<file path="config.mk">
export PLATFORM = sky130hd
export DESIGN_NAME = gps_binary_frame_parser
export DESIGN_NICKNAME = d
export VERILOG_FILES = /design/src/hw/rtl/gbfp_pkg.sv /design/src/hw/rtl/gbfp_payload_store.sv /design/src/hw/rtl/gbfp_frame_fsm.sv /design/src/hw/rtl/gbfp_utc_div.sv /design/src/hw/rtl/gbfp_result_reg.sv /design/src/hw/rtl/gps_binary_frame_parser.sv
export SDC_FILE = /design/constraint.sdc
export NUM_CORES = 2
export LEC_CHECK = 0
export BUFFER_PORTS_ARGS = -buffer_cell sky130_fd_sc_hd__buf_2
export CAP_MARGIN = 40
export CORE_MARGIN = 2
export CORE_UTILIZATION = 60
export DETAILED_ROUTE_END_ITERATION = 8
export MAX_ROUTING_LAYER = met4
export PLACE_DENSITY = 0.79
export SYNTH_ARGS = -nofsm -noshare
export SYNTH_HDL_FRONTEND = slang
export SYNTH_SLANG_ARGS = --single-unit
</file>
<file path="constraint.sdc">
create_clock -name i_clk -period 9.2 [get_ports i_clk]
set_clock_uncertainty 0.05 [all_clocks]
set_input_delay 1.38 -clock i_clk [delete_from_list [all_inputs] [get_ports i_clk]]
set_output_delay 1.38 -clock i_clk [all_outputs]
set_load 0.05 [all_outputs]
</file>
<file path="src/hw/rtl/gbfp_pkg.sv">
`timescale 1ns / 1ps

package gbfp_pkg;

    // Frame geometry
    localparam int STORE_DEPTH = 32;
    localparam int STORE_AW    = 5;
    localparam logic [7:0] PAYLOAD_LEN = 8'd32;
    localparam logic [7:0] STORE_LIMIT = 8'(STORE_DEPTH);

    // Payload byte positions
    localparam logic [STORE_AW-1:0] LAT_AT   = 5'd0;
    localparam logic [STORE_AW-1:0] LON_AT   = 5'd4;
    localparam logic [STORE_AW-1:0] ALT_AT   = 5'd8;
    localparam logic [STORE_AW-1:0] SPD_AT   = 5'd12;
    localparam logic [STORE_AW-1:0] HDG_AT   = 5'd16;
    localparam logic [STORE_AW-1:0] SATS_AT  = 5'd20;
    localparam logic [STORE_AW-1:0] FIX_AT   = 5'd21;
    localparam logic [STORE_AW-1:0] DATE_AT  = 5'd22;
    localparam logic [STORE_AW-1:0] UTC_AT   = 5'd26;
    localparam logic [STORE_AW-1:0] HDOP_LO  = 5'd30;
    localparam logic [STORE_AW-1:0] HDOP_HI  = 5'd31;

    // Division of the time word by 100: drop two bits, then multiply by
    // ceil(2^35 / 25); exact for every magnitude up to 2^31.
    localparam int UTC_MAG_W   = 30;
    localparam int UTC_RECIP_W = 31;
    localparam int UTC_PROD_W  = UTC_MAG_W + UTC_RECIP_W;
    localparam int UTC_SHIFT   = 35;
    localparam int UTC_QUOT_W  = 25;
    localparam logic [UTC_RECIP_W-1:0] UTC_RECIP = 31'd1374389535;

    // Configuration register indexes
    localparam logic [1:0] CFG_HDR_FIRST  = 2'd0;
    localparam logic [1:0] CFG_HDR_SECOND = 2'd1;
    localparam logic [1:0] CFG_HDR_THIRD  = 2'd2;

    localparam logic [7:0] HDR_FIRST_RST  = 8'd208;
    localparam logic [7:0] HDR_SECOND_RST = 8'd221;
    localparam logic [7:0] HDR_THIRD_RST  = 8'd32;

    typedef enum logic [1:0] {
        ST_OK     = 2'd0,
        ST_SUM_A  = 2'd1,
        ST_SUM_B  = 2'd2,
        ST_NO_FIX = 2'd3
    } t_status;

    typedef logic [STORE_DEPTH-1:0][7:0] t_store;

    typedef struct packed {
        logic [7:0] first;
        logic [7:0] second;
        logic [7:0] third;
    } t_hdr_cfg;

    typedef struct packed {
        logic    valid;
        t_status status;
    } t_frame_evt;

    function automatic logic signed [31:0] le_word(input t_store s,
                                                   input logic [STORE_AW-1:0] at);
        return $signed({s[at + 5'd3], s[at + 5'd2], s[at + 5'd1], s[at]});
    endfunction

endpackage

</file>
<file path="src/hw/rtl/gbfp_payload_store.sv">
`timescale 1ns / 1ps

module gbfp_payload_store (
    input  logic                                 i_clk,
    input  logic                                 i_wr_en,
    input  logic [gbfp_pkg::STORE_AW-1:0]        i_wr_addr,
    input  logic [7:0]                           i_wr_data,
    output gbfp_pkg::t_store                     o_store
);

    gbfp_pkg::t_store r_store;

    // Payload only: no reset, entries are defined once a frame writes them
    always_ff @(posedge i_clk) begin
        if (i_wr_en) begin
            r_store[i_wr_addr] <= i_wr_data;
        end
    end

    assign o_store = r_store;

endmodule

</file>
<file path="src/hw/rtl/gbfp_frame_fsm.sv">
`timescale 1ns / 1ps

module gbfp_frame_fsm (
    input  logic                          i_clk,
    input  logic                          i_rst_n,
    input  logic                          i_acc,
    input  logic [7:0]                    i_byte,
    input  gbfp_pkg::t_hdr_cfg            i_hdr,
    input  logic [7:0]                    i_fix_byte,
    output logic                          o_wr_en,
    output logic [gbfp_pkg::STORE_AW-1:0] o_wr_addr,
    output logic                          o_at_check,
    output gbfp_pkg::t_frame_evt          o_evt
);

    typedef enum logic [5:0] {
        S_HUNT    = 6'b000001,
        S_SECOND  = 6'b000010,
        S_THIRD   = 6'b000100,
        S_PAYLOAD = 6'b001000,
        S_CHK_A   = 6'b010000,
        S_CHK_B   = 6'b100000
    } t_phase;

    t_phase     r_phase, n_phase;
    logic [7:0] r_sum_a, n_sum_a;
    logic [7:0] r_sum_b, n_sum_b;
    logic [7:0] r_count, n_count;
    logic [7:0] sum_a_inc;
    logic [7:0] count_inc;
    t_phase     restart;

    assign sum_a_inc = r_sum_a + i_byte;
    assign count_inc = r_count + 8'd1;
    // A rejected header byte may itself open a new frame
    assign restart   = (i_byte == i_hdr.first) ? S_SECOND : S_HUNT;

    always_comb begin
        n_phase = r_phase;
        n_sum_a = r_sum_a;
        n_sum_b = r_sum_b;
        n_count = r_count;
        o_evt   = '{valid: 1'b0, status: gbfp_pkg::ST_OK};
        o_wr_en = 1'b0;
        if (i_acc) begin
            unique case (r_phase)
                S_SECOND: begin
                    n_phase = (i_byte == i_hdr.second) ? S_THIRD : restart;
                end
                S_THIRD: begin
                    if (i_byte == i_hdr.third) begin
                        n_phase = S_PAYLOAD;
                        n_sum_a = i_byte;
                        n_sum_b = i_byte;
                        n_count = '0;
                    end else begin
                        n_phase = restart;
                    end
                end
                S_PAYLOAD: begin
                    o_wr_en = (r_count < gbfp_pkg::STORE_LIMIT);
                    n_count = count_inc;
                    n_sum_a = sum_a_inc;
                    n_sum_b = r_sum_b + sum_a_inc;
                    if (count_inc == gbfp_pkg::PAYLOAD_LEN) begin
                        n_phase = S_CHK_A;
                    end
                end
                S_CHK_A: begin
                    if (i_byte != r_sum_a) begin
                        n_phase = S_HUNT;
                        o_evt   = '{valid: 1'b1, status: gbfp_pkg::ST_SUM_A};
                    end else begin
                        n_phase = S_CHK_B;
                    end
                end
                S_CHK_B: begin
                    n_phase     = S_HUNT;
                    o_evt.valid = 1'b1;
                    if (i_byte != r_sum_b) begin
                        o_evt.status = gbfp_pkg::ST_SUM_B;
                    end else if (i_fix_byte == 8'd0) begin
                        o_evt.status = gbfp_pkg::ST_NO_FIX;
                    end else begin
                        o_evt.status = gbfp_pkg::ST_OK;
                    end
                end
                default: begin
                    n_phase = restart;
                end
            endcase
        end
    end

    assign o_wr_addr  = r_count[gbfp_pkg::STORE_AW-1:0];
    assign o_at_check = (r_phase == S_CHK_A) || (r_phase == S_CHK_B);

    always_ff @(posedge i_clk) begin
        if (!i_rst_n) begin
            r_phase <= S_HUNT;
            r_sum_a <= '0;
            r_sum_b <= '0;
            r_count <= '0;
        end else begin
            r_phase <= n_phase;
            r_sum_a <= n_sum_a;
            r_sum_b <= n_sum_b;
            r_count <= n_count;
        end
    end

endmodule

</file>
<file path="src/hw/rtl/gbfp_utc_div.sv">
`timescale 1ns / 1ps

module gbfp_utc_div (
    input  logic                                    i_clk,
    input  logic signed [31:0]                      i_raw,
    output logic signed [gbfp_pkg::UTC_QUOT_W:0]    o_quot
);

    logic                                   r_neg1, r_neg2;
    logic [gbfp_pkg::UTC_MAG_W-1:0]         r_mag, n_mag;
    logic [gbfp_pkg::UTC_PROD_W-1:0]        r_prod, n_prod;
    logic [31:0]                            abs_raw;
    logic [gbfp_pkg::UTC_QUOT_W-1:0]        quot_mag;
    logic signed [gbfp_pkg::UTC_QUOT_W:0]   r_quot, n_quot;

    // Magnitude, pre-divided by four
    assign abs_raw = i_raw[31] ? (32'd0 - 32'(i_raw)) : 32'(i_raw);
    assign n_mag   = abs_raw[31:2];

    // Divide by 25 through the reciprocal
    assign n_prod = gbfp_pkg::UTC_PROD_W'(r_mag) * gbfp_pkg::UTC_PROD_W'(gbfp_pkg::UTC_RECIP);

    // Truncate toward zero: restore the sign after the unsigned quotient
    assign quot_mag = r_prod[gbfp_pkg::UTC_SHIFT +: gbfp_pkg::UTC_QUOT_W];
    assign n_quot   = r_neg2 ? -$signed({1'b0, quot_mag}) : $signed({1'b0, quot_mag});

    always_ff @(posedge i_clk) begin
        r_neg1 <= i_raw[31];
        r_mag  <= n_mag;
        r_neg2 <= r_neg1;
        r_prod <= n_prod;
        r_quot <= n_quot;
    end

    assign o_quot = r_quot;

endmodule

</file>
<file path="src/hw/rtl/gbfp_result_reg.sv">
`timescale 1ns / 1ps

module gbfp_result_reg (
    input  logic                                 i_clk,
    input  logic                                 i_rst_n,
    input  gbfp_pkg::t_frame_evt                 i_evt,
    input  gbfp_pkg::t_store                     i_store,
    input  logic signed [gbfp_pkg::UTC_QUOT_W:0] i_utc,
    input  logic                                 i_out_ready,
    output logic                                 o_out_valid,
    output logic [1:0]                           o_status,
    output logic signed [31:0]                   o_latitude,
    output logic signed [31:0]                   o_longitude,
    output logic signed [31:0]                   o_altitude,
    output logic signed [31:0]                   o_ground_speed,
    output logic signed [31:0]                   o_heading,
    output logic [7:0]                           o_satellites,
    output logic signed [31:0]                   o_date_word,
    output logic signed [25:0]                   o_utc_time,
    output logic [15:0]                          o_hdop
);

    logic               r_valid;
    logic [1:0]         r_status;
    logic signed [31:0] r_lat, r_lon, r_alt, r_spd, r_hdg, r_date;
    logic [7:0]         r_sats;
    logic signed [25:0] r_utc;
    logic [15:0]        r_hdop;
    logic               ok;

    assign ok = (i_evt.status == gbfp_pkg::ST_OK);

    always_ff @(posedge i_clk) begin
        if (!i_rst_n) begin
            r_valid <= 1'b0;
        end else if (i_evt.valid) begin
            r_valid <= 1'b1;
        end else if (i_out_ready) begin
            r_valid <= 1'b0;
        end
    end

    // Data fields read as zero on any status other than ok
    always_ff @(posedge i_clk) begin
        if (i_evt.valid) begin
            r_status <= i_evt.status;
            r_lat    <= ok ? gbfp_pkg::le_word(i_store, gbfp_pkg::LAT_AT)  : '0;
            r_lon    <= ok ? gbfp_pkg::le_word(i_store, gbfp_pkg::LON_AT)  : '0;
            r_alt    <= ok ? gbfp_pkg::le_word(i_store, gbfp_pkg::ALT_AT)  : '0;
            r_spd    <= ok ? gbfp_pkg::le_word(i_store, gbfp_pkg::SPD_AT)  : '0;
            r_hdg    <= ok ? gbfp_pkg::le_word(i_store, gbfp_pkg::HDG_AT)  : '0;
            r_sats   <= ok ? i_store[gbfp_pkg::SATS_AT] : '0;
            r_date   <= ok ? gbfp_pkg::le_word(i_store, gbfp_pkg::DATE_AT) : '0;
            r_utc    <= ok ? i_utc : '0;
            r_hdop   <= ok ? {i_store[gbfp_pkg::HDOP_HI], i_store[gbfp_pkg::HDOP_LO]} : '0;
        end
    end

    assign o_out_valid    = r_valid;
    assign o_status       = r_status;
    assign o_latitude     = r_lat;
    assign o_longitude    = r_lon;
    assign o_altitude     = r_alt;
    assign o_ground_speed = r_spd;
    assign o_heading      = r_hdg;
    assign o_satellites   = r_sats;
    assign o_date_word    = r_date;
    assign o_utc_time     = r_utc;
    assign o_hdop         = r_hdop;

endmodule

</file>
<file path="src/hw/rtl/gps_binary_frame_parser.sv">
`timescale 1ns / 1ps

// Byte-serial parser for checksummed binary navigation frames.
// Input channel: one received byte per beat (i_in_valid / o_in_ready).
// The parser hunts for a three-byte header set by the configuration
// registers, stores 32 payload bytes while two 8-bit running sums advance
// from the third header byte, then checks the two checksum bytes.
// Output channel (o_out_valid / i_out_ready): one result per frame, after a
// wrong first checksum byte or after the second checksum byte; status plus
// the navigation fields, which are zero unless the status is ok.
// The result is registered: it is valid the cycle after the beat of the closing byte.
// Throughput: one byte per cycle while o_in_ready is high; the frame state is registered.
// The time-of-day quotient runs through a three-stage divide pipeline off
// the stored bytes; it settles by the first checksum beat, ahead of its use.
// Configuration port: always ready; index 0..2 selects a header byte, any
// other index is ignored. Write only while no frame is in flight.
// Reset (synchronous, active low): hunt for the first header byte, clear the
// sums and count, reload the header bytes 208, 221, 32; drop any result.
// Receiver stall: a pending result is held; bytes keep flowing, except that
// o_in_ready drops while the parser sits on a checksum byte.

module gps_binary_frame_parser (
    input  logic               i_clk,
    input  logic               i_rst_n,
    // byte input
    input  logic               i_in_valid,
    output logic               o_in_ready,
    input  logic [7:0]         i_rx_byte,
    // result output
    output logic               o_out_valid,
    input  logic               i_out_ready,
    output logic [1:0]         o_status,
    output logic signed [31:0] o_latitude,
    output logic signed [31:0] o_longitude,
    output logic signed [31:0] o_altitude,
    output logic signed [31:0] o_ground_speed,
    output logic signed [31:0] o_heading,
    output logic [7:0]         o_satellites,
    output logic signed [31:0] o_date_word,
    output logic signed [25:0] o_utc_time,
    output logic [15:0]        o_hdop,
    // configuration writes
    input  logic               i_cfg_valid,
    output logic               o_cfg_ready,
    input  logic [1:0]         i_cfg_index,
    input  logic [7:0]         i_cfg_data
);

    gbfp_pkg::t_hdr_cfg                   r_hdr;
    gbfp_pkg::t_store                     store;
    gbfp_pkg::t_frame_evt                 evt;
    logic                                 acc;
    logic                                 wr_en;
    logic [gbfp_pkg::STORE_AW-1:0]        wr_addr;
    logic                                 at_check;
    logic signed [gbfp_pkg::UTC_QUOT_W:0] utc_quot;

    // Header registers
    assign o_cfg_ready = 1'b1;

    always_ff @(posedge i_clk) begin
        if (!i_rst_n) begin
            r_hdr.first  <= gbfp_pkg::HDR_FIRST_RST;
            r_hdr.second <= gbfp_pkg::HDR_SECOND_RST;
            r_hdr.third  <= gbfp_pkg::HDR_THIRD_RST;
        end else if (i_cfg_valid) begin
            unique case (i_cfg_index)
                gbfp_pkg::CFG_HDR_FIRST:  r_hdr.first  <= i_cfg_data;
                gbfp_pkg::CFG_HDR_SECOND: r_hdr.second <= i_cfg_data;
                gbfp_pkg::CFG_HDR_THIRD:  r_hdr.third  <= i_cfg_data;
                default: ;
            endcase
        end
    end

    // Only checksum bytes can raise a result; hold them while one is pending
    assign o_in_ready = !o_out_valid || i_out_ready || !at_check;
    assign acc        = i_in_valid && o_in_ready;

    gbfp_frame_fsm u_fsm (
        .i_clk      (i_clk),
        .i_rst_n    (i_rst_n),
        .i_acc      (acc),
        .i_byte     (i_rx_byte),
        .i_hdr      (r_hdr),
        .i_fix_byte (store[gbfp_pkg::FIX_AT]),
        .o_wr_en    (wr_en),
        .o_wr_addr  (wr_addr),
        .o_at_check (at_check),
        .o_evt      (evt)
    );

    gbfp_payload_store u_store (
        .i_clk     (i_clk),
        .i_wr_en   (wr_en),
        .i_wr_addr (wr_addr),
        .i_wr_data (i_rx_byte),
        .o_store   (store)
    );

    gbfp_utc_div u_utc_div (
        .i_clk  (i_clk),
        .i_raw  (gbfp_pkg::le_word(store, gbfp_pkg::UTC_AT)),
        .o_quot (utc_quot)
    );

    gbfp_result_reg u_result (
        .i_clk          (i_clk),
        .i_rst_n        (i_rst_n),
        .i_evt          (evt),
        .i_store        (store),
        .i_utc          (utc_quot),
        .i_out_ready    (i_out_ready),
        .o_out_valid    (o_out_valid),
        .o_status       (o_status),
        .o_latitude     (o_latitude),
        .o_longitude    (o_longitude),
        .o_altitude     (o_altitude),
        .o_ground_speed (o_ground_speed),
        .o_heading      (o_heading),
        .o_satellites   (o_satellites),
        .o_date_word    (o_date_word),
        .o_utc_time     (o_utc_time),
        .o_hdop         (o_hdop)
    );

endmodule

</file>
==> impl_summary.txt <==
----------------------------------------------------
[Die]
  Placeable core area ... between 60000 and 70000 um2
  Placement row count ... 91
  Number of primary I/O pins ... 270
  Initial standard-cell utilization of the core ... between 60% and 70%
  Die H ... about 250 um
  Die Outline Area ... 64740 um2
  Chip width ... between 200 and 300 um

[CTS]
  Setup Buffers After CTS ... 0
  Clock slew at the register clock pins of the worst setup and hold paths ... about 0.060 ns
  Total clock sinks ... ~640
  Count of H-tree levels built during CTS ... 2
  Post-cts gate resize count ... 0
  Root buffer selected by CTS ... clkbuf_16
  Number of clock buffers inserted by TritonCTS ... 60
  Hold-fix buffer count after cts ... 0
  Clk_lat worst skew ... approximately 0.66 ns
  Largest buffer count on any clock path ... 3
  CTS tree ... yes

[Critical path]
  R2R Path Start ... u_utc_div.r_mag[4]
  Critical path's top delay family ... adder cells
  Worst Path Max Fanout ... 7
  Slack of the worst reg-to-reg path ... roughly 1.3 ns
  Critical Path, Cell by Cell ... fa_1, fa_1, inv_1, fa_1, inv_1, fa_1, fa_1, fa_1, fa_1, inv_1, fa_1, inv_1, ha_1, a21oi_1, o21ai_0, a2111oi_0, a31o_2, a21oi_1, nor2_1, o21ai_0, or4_1, o311ai_0
  Kind of end point of the critical path ... flop
  Slowest-stage cell, CP ... a2111oi_0
  Critical path start-end classification ... flop to flop
  Critical path's most frequent cell ... fa_1
  Largest stage delay on the critical path ... approximately 0.62 ns
  Worst EP arrival ... about 8.4 ns
  Count of buffer and inverter cells on the critical path ... 4
  Endpoint required time on the critical path ... 9.68 ns
  Depth of the worst register-to-register path ... 22
  Type of element launching the critical path ... flop
  R2r endpoint ... u_utc_div.r_prod[56]

[Timing]
  Worst rel slew slack ... 38.29%
  Number of setup violations in the final report ... 0
  Final number of hold-violating endpoints ... 0
  Total negative setup slack ... 0 ns
  Measured slew at the worst slew-check pin ... between 0.9 and 1 ns
  Worst-case hold slack ... ~0.29 ns
  Part of the cycle the worst path needs ... a little under nine tenths
  Final period demand of the worst path ... around 8 ns
  Setup repair after global routing missed its margin ... false
  F_max ... around 130 MHz
  Count of pins over their slew limit ... 0

[Route]
  Antenna Nets Post-Route ... 0
  Remaining DRCs ... 0
  Count of TritonRoute iterations in the first routing pass ... 5
  Vias post-DR ... between 20000 and 25000
  Average routed wire per standard cell ... 21.61 um
  DRT iter0 DRCs ... between 1500 and 2000
  Detailed Route WL ... about 89000 um
  Via density per instance ... 5.441

[Placed design]
  Half-perimeter wire length of the detailed placement result ... 68950 um
  Count of port buffers added during placement ... approximately 270
  Final Wtd Congestion ... approximately 0.99

[Global routing]
  Pin count of the biggest net entering global routing ... approximately 240
  Total GRT Usage ... approximately 29%
  Overflow left after global routing ... 0
  First-pass GRT wire length ... around 140000 um
  Number of antenna violations at the first check in global routing ... 0
  Vias in the first global route ... about 23000

[Power and ir drop]
  Peak supply drop ... roughly 0.15 mV
  P_leak ... around 18 nW
  Power density over the cells ... between 100 and 150 nW/um2
  Total power ... approximately 5.6 mW

[Cells and area]
  Area occupied by multi-input gates ... 17450 um2
  Post-layout net count ... 3965
  Fraction of layout cells with a size suffix above 1 ... 11.94%
  Count of antenna diodes in the layout ... 0
  Area delta synth->final ... 11.44%
  Number of inserted filler cells in the final layout ... about 4300
  Area occupied by registers ... 17780 um2

[Flow run]
  Count of maximum capacitance violations ... 0

[Logic synthesis]
  Count of cell types in the netlist ... 64
  Async set-reset flop share out of synthesis ... 0%
  Avg Inst Size Synth ... between 10 and 15 um2
  Count of state elements after synthesis ... about 640
  Netlist area before placement ... between 30000 and 40000 um2
  Post-synth top flop ... edfxtp_1
  Share of synthesized area occupied by flip-flops and latches ... 47.24%
  Count of synthesis-stage warnings from yosys ... 0
  Count of flip-flops with a built-in enable after synthesis ... 500
  Mapped Nets ... approximately 3700
  Cell count after synthesis ... around 3000

[Worst hold path]
  Depth of the worst hold-timing path ... 0
  Worst Hold Path EP ... u_utc_div.r_neg2
  Beginning of the worst hold path ... u_utc_div.r_neg1
  Hold crit path type ... flop to flop

[Status]
  Outcome ... completed

----------------------------------------------------
metal layers:
metal / track usage [%] / vias up / share of wire (%)
met1: 37.46 / 11316 / 41
met3: 4.399 / 146 / 5.9
met2: 48.21 / 719 / 50
li1: - / 10323 / -
met5: - / - / 0
met4: 8.370 / 0 / 3.0
final cells by class:
class	instances	share of cell area, %
Inverter	571	5.129
Sequential cell	638	42.39
Tap cell	837	2.497
Multi-Input combinational cell	1692	41.62
Timing Repair Buffer	284	3.610
Clock inverter	39	0.8921
Clock buffer	75	3.864
how the worst max path moves through the flow:
stage / start / to / slack (ns) / depth (start not counted)
after CTS: u_utc_div.r_mag[4] / u_utc_div.r_prod[56] / 1.43 / 22
final: u_utc_div.r_mag[4] / u_utc_div.r_prod[56] / 1.31 / 22
after floorplan: i_rx_byte[7] / u_result.o_altitude[0] / 1.42 / 8
after global placement: u_utc_div.r_mag[4] / u_utc_div.r_prod[56] / 1.79 / 22
after global routing: u_utc_div.r_mag[4] / u_utc_div.r_prod[56] / 0.93 / 22
after detailed placement: u_utc_div.r_mag[4] / u_utc_div.r_prod[56] / 1.48 / 22
worst reg2reg max path: cells and delay by family (launching register included):
family | cells | cell delay, ns
adder cells (fa/ha/maj) | 9 | 4.57
AO/OA/AOI/OAI | 7 | 1.63
flip-flops | 1 | 0.52
buffers and inverters | 4 | 0.22
AND/OR/NAND/NOR | 2 | 0.79
synthesized netlist by cell type, drive strengths merged (14+ instances only):
library cell	count	area share (%)
xor2	24	0.56
mux2i	20	0.53
nor2	81	0.81
dfxtp	138	7.3
inv	571	5.7
fa	332	18
o21ai	60	0.80
a21oi	67	0.89
nand2	108	1.1
ha	363	12
xnor2	103	2.4
and2	248	4.1
or4	14	0.31
clkbuf	65	0.65
nor2b	26	0.43
nor3	17	0.23
nand3	30	0.40
a21o	31	0.62
edfxtp	500	40
logic make-up (layout without fill, tap and decap cells):
kind of cell | Yosys count | count (layout) | synth area share, %
simple gates | 596 | 596 | 8.708
flops | 638 | 638 | 47.24
xor+xnor | 127 | 127 | 2.956
compound gates | 253 | 253 | 4.412
buf+inv | 640 | 969 | 6.414
other cells | 1 | 1 | 0.009965
mux | 20 | 20 | 0.5320
fa+ha+maj | 695 | 695 | 29.73
sequential cells by signal, summed over array words and instances (netlist names), 16 cells and up:
signal and flops:
u_result.o_hdop 16, u_result.o_latitude 32, u_utc_div.o_quot 26, u_result.o_ground_speed 32, u_store.o_store 256, r_hdr 24, u_result.o_date_word 32, u_result.o_utc_time 26
u_utc_div.r_mag 30, u_utc_div.r_prod 25, u_result.o_heading 32, u_result.o_longitude 32, u_result.o_altitude 32
cell usage in the layout, fill, tap and decap left out, types with 5 or more instances in the layout:
| cell | netlist | layout |
|---|---|---|
| nand2b_1 | 10 | 10 |
| nor3_1 | 17 | 17 |
| buf_4 | 1 | 13 |
| nand2_1 | 108 | 108 |
| and3_1 | 9 | 9 |
| dfxtp_1 | 138 | 138 |
| mux2i_1 | 20 | 20 |
| nand3_1 | 30 | 30 |
| o31ai_1 | 10 | 10 |
| edfxtp_1 | 500 | 500 |
| clkinv_1 | 0 | 16 |
| o21a_1 | 9 | 9 |
| clkbuf_1 | 65 | 11 |
| inv_1 | 571 | 570 |
| a21oi_1 | 67 | 67 |
| ha_1 | 363 | 363 |
| o21ai_0 | 57 | 57 |
| xor2_1 | 24 | 24 |
| nand4_1 | 12 | 12 |
| xnor2_1 | 103 | 103 |
| o211a_1 | 9 | 9 |
| o41ai_1 | 6 | 6 |
| nor4_1 | 9 | 9 |
| nand3b_1 | 6 | 6 |
| and2_1 | 248 | 248 |
| or2_2 | 7 | 7 |
| nor2b_1 | 26 | 26 |
| clkinvlp_4 | 0 | 5 |
| a21o_1 | 31 | 31 |
| clkbuf_16 | 0 | 62 |
| a21boi_0 | 8 | 8 |
| fa_1 | 332 | 332 |
| or3_1 | 7 | 7 |
| or4_1 | 11 | 11 |
| clkinv_2 | 0 | 7 |
| a31oi_1 | 12 | 12 |
| a221oi_1 | 5 | 5 |
| nor2_1 | 81 | 81 |
| buf_2 | 0 | 268 |
through the flow:
stage | util (%) | area [um2] | worst slack (ns) | instances
2_1_floorplan | - | 37630 | 1.419 | 2970
6_report | 67.83 | 41940 | 1.315 | 4136
5_1_grt | 67.83 | 41940 | 0.9313 | 4136
3_5_place_dp | 64.59 | 39930 | 1.475 | 4021
3_3_place_gp | 64.50 | 39880 | 1.789 | 4019
4_1_cts | 67.82 | 41930 | 1.431 | 4135
report_power, final:
group	switching, mW	internal [mW]
registers	0.00284	3.09
logic	0.0591	0.0240
clock network	1.09	1.37
(Power assumes the default switching activity.)
